$ cat config.mk
export PLATFORM = sky130hd
export DESIGN_NAME = bmh_ctrl
export DESIGN_NICKNAME = d
export VERILOG_FILES = /design/src/rtl/core/bmh_pkg.sv /design/src/rtl/core/bmh_ctrl.sv
export SDC_FILE = /design/constraint.sdc
export NUM_CORES = 1
export LEC_CHECK = 0
export ABC_CLOCK_PERIOD_IN_PS = 3700
export BUFFER_PORTS_ARGS = -buffer_cell sky130_fd_sc_hd__buf_2
export CORE_MARGIN = 2
export CORE_UTILIZATION = 49
export CTS_CLUSTER_SIZE = 14
export DETAILED_ROUTE_END_ITERATION = 12
export PLACE_DENSITY = 0.86
export SLEW_MARGIN = 20
export SYNTH_ARGS = -nofsm -noshare
export SYNTH_HDL_FRONTEND = slang
export SYNTH_SLANG_ARGS = --single-unit
$ cat constraint.sdc
create_clock -name i_clk -period 3.7 [get_ports i_clk]
set_input_delay 0.37 -clock i_clk [delete_from_list [all_inputs] [get_ports i_clk]]
set_output_delay 0.37 -clock i_clk [all_outputs]
set_load 0.03 [all_outputs]
$ cat src/rtl/core/bmh_pkg.sv
// ----------------------------------------------------------------------------
// bmh_pkg
// Shared constants, codes and controller/datapath interface types of the
// binary max-heap priority queue.
// ----------------------------------------------------------------------------
`default_nettype none

package bmh_pkg;

    localparam int CAPACITY   = 256;
    localparam int KEY_BITS   = 32;
    localparam int IDX_BITS   = $clog2(CAPACITY);
    localparam int CNT_BITS   = $clog2(CAPACITY + 1);
    localparam int CHILD_BITS = IDX_BITS + 2;

    typedef logic signed [KEY_BITS-1:0] t_key;
    typedef logic [IDX_BITS-1:0]        t_idx;
    typedef logic [CNT_BITS-1:0]        t_cnt;

    typedef enum logic {
        OP_INSERT = 1'b0,
        OP_REMOVE = 1'b1
    } t_op;

    typedef enum logic [1:0] {
        ST_OK    = 2'd0,
        ST_FULL  = 2'd1,
        ST_EMPTY = 2'd2
    } t_status;

    // controller -> datapath
    typedef struct packed {
        logic load_ins;   // hole at slot count, key held, count up
        logic load_rem;   // read last slot, count down, hole at root
        logic load_v;     // take read data as the moving key
        logic rd_parent;  // read port A addresses the parent of the hole
        logic up_move;    // parent drops into the hole, hole moves up
        logic dn_move;    // chosen child rises into the hole, hole moves down
        logic wr_hole;    // moving key lands in the hole
    } t_dp_cmd;

    // datapath -> controller
    typedef struct packed {
        logic full;
        logic empty;
        logic pos_zero;
        logic no_child;
        logic up_gt;
        logic take_r;
        logic take_l;
        t_cnt count;
        t_key root;
    } t_dp_sts;

endpackage

`default_nettype wire

$ cat src/rtl/core/bmh_ctrl.sv
// ----------------------------------------------------------------------------
// bmh_ctrl
// Sequencer of the heap: takes one transaction, walks the sift a level at a
// time and holds the result in an output register.
// ----------------------------------------------------------------------------
`default_nettype none

module bmh_ctrl (
    input  wire logic                         i_clk,
    input  wire logic                         i_rst_n,
    input  wire logic                         i_in_valid,
    output logic                              o_in_ready,
    input  wire logic                         i_op,
    output logic                              o_out_valid,
    input  wire logic                         i_out_ready,
    output logic [1:0]                        o_status,
    output logic [bmh_pkg::KEY_BITS-1:0]      o_top_key,
    output logic                              o_top_valid,
    output logic [bmh_pkg::CNT_BITS-1:0]      o_count,
    output bmh_pkg::t_dp_cmd                  o_cmd,
    input  wire bmh_pkg::t_dp_sts             i_sts
);

    import bmh_pkg::*;

    typedef enum logic [2:0] {
        S_IDLE,
        S_UP_CHK,
        S_UP_CMP,
        S_DN_LOAD,
        S_DN_CHK,
        S_DN_CMP,
        S_WRITE,
        S_DONE
    } t_state;

    t_state  r_state;
    t_status r_status;
    logic    w_accept;
    logic    w_ins;
    logic    w_load_out;

    assign o_in_ready = r_state == S_IDLE;
    assign w_accept   = i_in_valid && o_in_ready;
    assign w_ins      = t_op'(i_op) == OP_INSERT;
    assign w_load_out = (r_state == S_DONE) && (!o_out_valid || i_out_ready);

    always_comb begin
        o_cmd = '0;
        unique case (r_state)
            S_IDLE: begin
                o_cmd.load_ins = w_accept && w_ins && !i_sts.full;
                o_cmd.load_rem = w_accept && !w_ins && !i_sts.empty;
            end
            S_UP_CHK:  o_cmd.rd_parent = !i_sts.pos_zero;
            S_UP_CMP:  o_cmd.up_move   = i_sts.up_gt;
            S_DN_LOAD: o_cmd.load_v    = 1'b1;
            S_DN_CMP:  o_cmd.dn_move   = i_sts.take_r || i_sts.take_l;
            S_WRITE:   o_cmd.wr_hole   = 1'b1;
            default: begin
            end
        endcase
    end

    always_ff @(posedge i_clk) begin
        if (!i_rst_n) begin
            r_state     <= S_IDLE;
            r_status    <= ST_OK;
            o_out_valid <= 1'b0;
            o_status    <= ST_OK;
            o_top_key   <= '0;
            o_top_valid <= 1'b0;
            o_count     <= '0;
        end else begin
            // a held result leaves on tready unless the next one replaces it
            if (w_load_out) begin
                o_out_valid <= 1'b1;
            end else if (i_out_ready) begin
                o_out_valid <= 1'b0;
            end
            unique case (r_state)
                S_IDLE: begin
                    if (w_accept) begin
                        priority if (w_ins && i_sts.full) begin
                            r_status <= ST_FULL;
                            r_state  <= S_DONE;
                        end else if (!w_ins && i_sts.empty) begin
                            r_status <= ST_EMPTY;
                            r_state  <= S_DONE;
                        end else begin
                            r_status <= ST_OK;
                            r_state  <= w_ins ? S_UP_CHK : S_DN_LOAD;
                        end
                    end
                end
                S_UP_CHK:  r_state <= i_sts.pos_zero ? S_WRITE : S_UP_CMP;
                S_UP_CMP:  r_state <= i_sts.up_gt ? S_UP_CHK : S_WRITE;
                S_DN_LOAD: r_state <= S_DN_CHK;
                S_DN_CHK:  r_state <= i_sts.no_child ? S_WRITE : S_DN_CMP;
                S_DN_CMP: begin
                    r_state <= (i_sts.take_r || i_sts.take_l) ? S_DN_CHK : S_WRITE;
                end
                S_WRITE:   r_state <= S_DONE;
                S_DONE: begin
                    // result payload, loaded with the valid flag
                    if (w_load_out) begin
                        o_status    <= r_status;
                        o_top_key   <= i_sts.empty ? '0 : i_sts.root;
                        o_top_valid <= !i_sts.empty;
                        o_count     <= i_sts.count;
                        r_state     <= S_IDLE;
                    end
                end
                default:   r_state <= S_IDLE;
            endcase
        end
    end

endmodule

`default_nettype wire

==> metrics.yaml, run 1 <==
routing:
  wirelength_um: 4940
  drtPass1Iterations: 4
  top_layer: "met4"
  drtAntennaViolNets: 0
  wl_met2_um: 2200
  drt-initial-drc-count: 103
  viasPerCell: 5.04
  wl_met1_um: 2350
  wl_met3_um: 322
  wl_per_cell_um: 12.5
  vias: 1989
  drc: 0
run:
  maxCapViolations: 0
finish:
  antenna_cells: 0
  fill_cells: 377
  drive_gt1_frac: 0.341
  seq_area_um2: 1000
  multi_input_area_um2: 1070
  layoutNonFillerInstCount: 395
  mostFrequentLayoutCell: "buf_2"
  syn_to_final_growth_pct: 27.6
  final_area_um2: 2770
  final_cell_mix: "105 x buf_2, 60 x nand2_1, 50 x dfxtp_1"
  nets: 395
clocking:
  clock_latency_ps: 300
  cts_buffer_depth: 2
  cts.htree.levels: 2
  cts_sinks: 50
  cts_root_buffer: "clkbuf_8"
  cts_resized: 0
  cts_hold_buffers: 0
  cts_tree: "built"
  cts_buffers: 5
  cts_setup_buffers: 0
  clk_pin_slew_ps: 80
global_route:
  grt_overflow: 0
  grt_pass1_wl_um: 7940
  grt_usage: 0.195
  grt_pass1_vias: 1790
  grt_max_degree: 50
  antenna_found_initial: 0
power_and_ir_drop:
  powerDensity_nw_per_um2: 452
  power_leakage_nw: 1.22
  ir_drop_mv: 0.321
synthesis:
  netlist_area_um2: 2170
  synth_seq_cells: 50
  synthCells: 249
  synthesis.nets: 302
  yosys_warnings: 0
  synth_cell_types: 31
  avgSynthCellArea_um2: 8.71
  yosysSeqAreaShare: 0.462
floorplan:
  die-width_um: 70.5
  io_pins: 106
  fp.coreArea_um2: 4290
  start_util: 0.505
  die_h_um: 70.5
  die_area_um2: 4970
  rows: 24
worst_setup_path:
  cp_max_fo: 14
  crit_required_ps: 3330
  worst_ep_arrival_time_ps: 1790
  worstSetupEndpointType: "output port"
  cpPeakStageDelay_ps: 620
  critPathKind: "reg2out"
  startpoint_type: "register"
  cp_cell_sequence: "or4b_4, nor3b_1, buf_2"
  cp_slowest_cell: "or4b_4"
sta:
  rsz0062_at_grt: "no"
  slew_viol_final: 0
  layout_min_cycle_time_ps: 2160
  fin_ws_ps: 1540
  relSlewSlack: 0.337
  finalSetupTns_ps: 0
  clock_skew_ps: 6.97
  tightest_slew_ps: 992
  period_share: 0.583
  max_freq_mhz: 463
  setup_viol: 0
  finalHoldViolCount: 0
outcome:
  status: "finished clean"
place:
  place_congestion: 0.775
  hpwl_um: 3280
  place_area_um2: 2680
  io_buffers: 105
  post-place-ws_ps: 1660
  dp.cells: 387
min_path:
  min_path_type: "in2reg"
[cell type report]
class	instances	area share
well taps	52	0.0235
flip-flops and latches	50	0.362
clock inverters	1	0.00181
clock buffers	7	0.0312
multi-input cells	178	0.388
repair buffers	106	0.193
inverters	1	0.00136
[kinds of logic after synthesis]
| family | Yosys count | synth area share |
|---|---|---|
| mux | 1 | 0.00519 |
| compound gates | 62 | 0.206 |
| simple gates | 115 | 0.284 |
| buf+inv | 21 | 0.0433 |
| flops | 50 | 0.462 |
[report_power, final]
group	internal (mW)	switching (mW)	total, mW
logic	0.120	0.186	0.306
clock network	0.151	0.168	0.319
registers	0.569	0.0551	0.624
[sequential cells by signal, indices dropped and copies added (netlist names)]
signal / flops
o_top_valid: 1
o_top_key: 32
r_state: 3
o_count: 9
o_out_valid: 1
r_status: 2
o_status: 2
[synthesized netlist by cell type]
library cell / n / area share
or4b_4: 1 / 0.0063
a31oi_1: 1 / 0.0029
o41ai_1: 1 / 0.0040
nand3_1: 1 / 0.0023
nor2_1: 5 / 0.0087
nand2b_1: 4 / 0.012
a21boi_0: 2 / 0.0069
o21ai_1: 1 / 0.0023
nor3_1: 3 / 0.0069
nand2_1: 60 / 0.10
mux2_2: 1 / 0.0052
nor3b_1: 1 / 0.0035
nand4_1: 1 / 0.0029
nand3b_1: 33 / 0.11
o21ai_0: 1 / 0.0023
dfxtp_1: 50 / 0.46
a21boi_1: 43 / 0.15
nor3b_2: 1 / 0.0058
and3b_1: 1 / 0.0040
clkbuf_1: 8 / 0.014
o211a_1: 1 / 0.0046
o31ai_1: 1 / 0.0035
o21bai_1: 1 / 0.0035
nor2_4: 1 / 0.0052
nor2b_1: 3 / 0.0087
o32ai_1: 1 / 0.0040
inv_1: 1 / 0.0017
a21oi_1: 7 / 0.016
a21o_1: 1 / 0.0035
buf_2: 12 / 0.028
a211oi_1: 1 / 0.0035
[per-stage QoR]
stage | utilization | hold slack, ps | power [mW]
floorplan | - | 431 | 0.858
global placement | 0.623 | 434 | 0.937
detailed placement | 0.623 | 442 | 0.943
CTS | 0.645 | 298 | 1.26
global route | 0.645 | 301 | 1.31
finish | 0.645 | 308 | 1.25
[routing by layer]
metal,vias to the layer above,GRT usage
li1,1034,-
met1,883,0.250
met2,67,0.326
met3,5,0.0289
met4,0,0.0812
met5,-,0
[worst max-delay path: cells and delay by family, from the launching register on]
family	cells	cell delay, ps
buffers and inverters	1	230
DFF	1	440
and+or+nand+nor	2	820
[path summary, 6_finish.rpt]
path / startpoint / endpoint / slack (ps) / cells past startpoint
worst max-delay path: r_state[0] / o_cmd[5] / 1540 / 3
worst min-delay path: i_sts[39] / o_count[7] / 310 / 3
worst max register to register: r_state[1] / o_top_key[6] / 1600 / 4
worst min register to register: o_top_key[25] / o_top_key[25] / 450 / 2
Note: power is estimated with default switching activity, not from simulation.
==> inputs of run 2 (changes only) <==
--- a/config.mk
+++ b/config.mk
@@ -5,13 +5,13 @@
 export SDC_FILE = /design/constraint.sdc
 export NUM_CORES = 1
 export LEC_CHECK = 0
-export ABC_CLOCK_PERIOD_IN_PS = 3700
+export ABC_CLOCK_PERIOD_IN_PS = 1700
 export BUFFER_PORTS_ARGS = -buffer_cell sky130_fd_sc_hd__buf_2
 export CORE_MARGIN = 2
-export CORE_UTILIZATION = 49
+export CORE_UTILIZATION = 41
 export CTS_CLUSTER_SIZE = 14
 export DETAILED_ROUTE_END_ITERATION = 12
-export PLACE_DENSITY = 0.86
+export PLACE_DENSITY = 0.77
 export SLEW_MARGIN = 20
 export SYNTH_ARGS = -nofsm -noshare
 export SYNTH_HDL_FRONTEND = slang
==> constraint.sdc (replaced) <==
create_clock -name i_clk -period 1.7 [get_ports i_clk]
set_input_delay 0.17 -clock i_clk [delete_from_list [all_inputs] [get_ports i_clk]]
set_output_delay 0.17 -clock i_clk [all_outputs]
set_load 0.03 [all_outputs]
==> run 2 against run 1 <==
  * The flow now finishes with violations (setup timing)
  * Sequential power grew 100%
  * Global-route usage shrank 1.2 points
  * Register-to-register slack lost 1400 ps
  * Combinational power grew to 2.8 times the previous value
  * Non-clock buffer count grew 11
  * Largest power group unchanged
  * Largest cell class unchanged
  * Critical path type unchanged
==> metrics.yaml, run 2 (synthesis gave the netlist of run 1 again) <==
routing:
  wirelength_um: 5330  # +7.9%
  drtPass1Iterations: 4  # unchanged
  wl_per_cell_um: 12.6  # +0.75%
  drt-initial-drc-count: 50  # -51%
  drc: 0  # unchanged
  vias: 2081  # +4.6%
  drtAntennaViolNets: 0  # unchanged
  viasPerCell: 4.92  # -2.3%
finish:
  nets: 406  # +2.8%
  fill_cells: 501  # +33%
  syn_to_final_growth_pct: 32.7
  mostFrequentLayoutCell: "buf_2"
  final_area_um2: 2880  # +4.0%
  antenna_cells: 0  # unchanged
  top_register: "o_top_key"
  largest_reg_flops: 32  # unchanged
  drive_gt1_frac: 0.365  # +0.0243
  top_regs: "o_top_key: 32 flops, o_count: 9 flops, r_state: 3 flops"
  final_cell_mix: "103 x buf_2, 60 x nand2_1, 50 x dfxtp_1"
floorplan:
  fp.coreArea_um2: 5110  # +19%
  io_pins: 106  # unchanged
  start_util: 0.425  # -0.0804
  rows: 26  # +8.3%
  die_h_um: 76.7  # +8.8%
  die-width_um: 76.7  # +8.8%
  die_area_um2: 5890  # +18%
sta:
  layout_min_cycle_time_ps: 1710
  clock_skew_ps: 8.89  # +1.92 ps
  finalSetupTns_ps: -7.13  # -7.13 ps
  slew_viol_final: 0  # unchanged
  relSlewSlack: 0.655  # +0.317
  rsz0062_at_grt: "yes"
  setup_viol: 1  # +1
  tightest_slew_ps: 512  # -480 ps
  period_share: 1.00
  finalHoldViolCount: 0  # unchanged
  fin_ws_ps: -7.13  # -1550 ps
  max_freq_mhz: 586
global_route:
  grt_pass1_vias: 1980  # +11%
  grt_pass1_wl_um: 8850  # +11%
  grt_max_degree: 28  # -44%
  grt_overflow: 0  # unchanged
  antenna_found_initial: 0  # unchanged
  grt_usage: 0.182  # -0.0123
clocking:
  cts_root_buffer: "clkbuf_8"
  clk_pin_slew_ps: 90  # about the same
  cts_buffers: 5  # unchanged
  cts_tree: "built"
  cts_sinks: 50  # unchanged
  cts_buffer_depth: 2  # unchanged
  cts.htree.levels: 2  # unchanged
  clock_latency_ps: 290  # about the same
  cts_hold_buffers: 0  # unchanged
worst_setup_path:
  worst_ep_arrival_time_ps: 1540  # -250 ps
  startpoint_type: "register"
  cpPeakStageDelay_ps: 560  # -60 ps
  cp_slowest_cell: "or4b_4"
  worstSetupEndpointType: "output port"
  critPathTopFamily: "simple AND/OR/NAND/NOR gates"
  critPathKind: "reg2out"
  crit_required_ps: 1530  # -1800 ps
  cp.buffers_inverters: 1  # unchanged
  cp_max_fo: 3  # -11
  cp_cell_sequence: "or4b_4, nor3b_2, buf_4"
power_and_ir_drop:
  ir_drop_mv: 0.719  # +120%
  powerDensity_nw_per_um2: 962  # +110%
  power_leakage_nw: 1.27  # +4.0%
min_path:
  min_path_type: "in2reg"
place:
  place_congestion: 0.758  # -2.2%
  io_buffers: 105  # unchanged
  hpwl_um: 3700  # +13%
  post-place-ws_ps: 273  # -1390 ps
  place_area_um2: 2780  # +4.0%
run:
  maxCapViolations: 0  # unchanged
outcome:
  status: "complete, but fails checks"
  violations: "setup timing"
## run 2: final timing paths
path | end | slack [ps] | cells after the start | from
max reg2reg | o_top_key[27] | 240 | 6 | r_state[2]
min reg2reg | o_top_key[7] | 450 | 2 | o_top_key[7]
min | o_count[4] | 110 | 3 | i_sts[36]
max | o_cmd[5] | -7 | 3 | r_state[1]
## run 2: where the power goes
group | internal (mW) | total [mW] | switching (mW)
logic | 0.331 | 0.857 | 0.526
clock network | 0.284 | 0.639 | 0.355
registers | 1.24 | 1.27 | 0.0333
total | 1.85 | 2.77 | 0.914
## run 2: tightest hold or removal path, stage by stage
cell and delay, ps:
buf_2 90, nand2_1 40, a21boi_1 50
## run 2: what timing repair did
action / 4_1_cts / 5_1_grt
pin swaps: 1 / 0
gates resized for setup: 1 / 3
setup endpoints to repair: 1 / 3
buffers inserted: 1 / 0
## run 2: through the flow
step           hold WS (ps)  utilization  std cells  power, mW
6_report                108        0.563        423       2.77
5_1_grt                 110        0.563        423       2.94
4_1_cts                97.1        0.562        423       2.78
3_5_place_dp            416        0.545        415       2.12
3_3_place_gp            410        0.545        415       2.11
2_1_floorplan           305            -        249       1.87
## run 2: layout make-up
| type | instances | area, um^2 | share of cell area |
|---|---|---|---|
| Clock buffer | 7 | 76.3 | 0.0265 |
| Inverter | 1 | 3.75 | 0.00130 |
| Multi-Input combinational cell | 178 | 1090 | 0.378 |
| Sequential cell | 50 | 1000 | 0.348 |
| Tap cell | 70 | 87.6 | 0.0304 |
| Timing Repair Buffer | 117 | 621 | 0.216 |
## run 2: per-layer routing
metal,routed length (um),part of all wire,GRT usage,vias to the layer above
met3,263,0.049,0.0306,7
met1,2440,0.46,0.226,963
met2,2560,0.48,0.315,62
met4,65,0.012,0.0709,0
met5,0,0,0,-
li1,-,-,-,1049
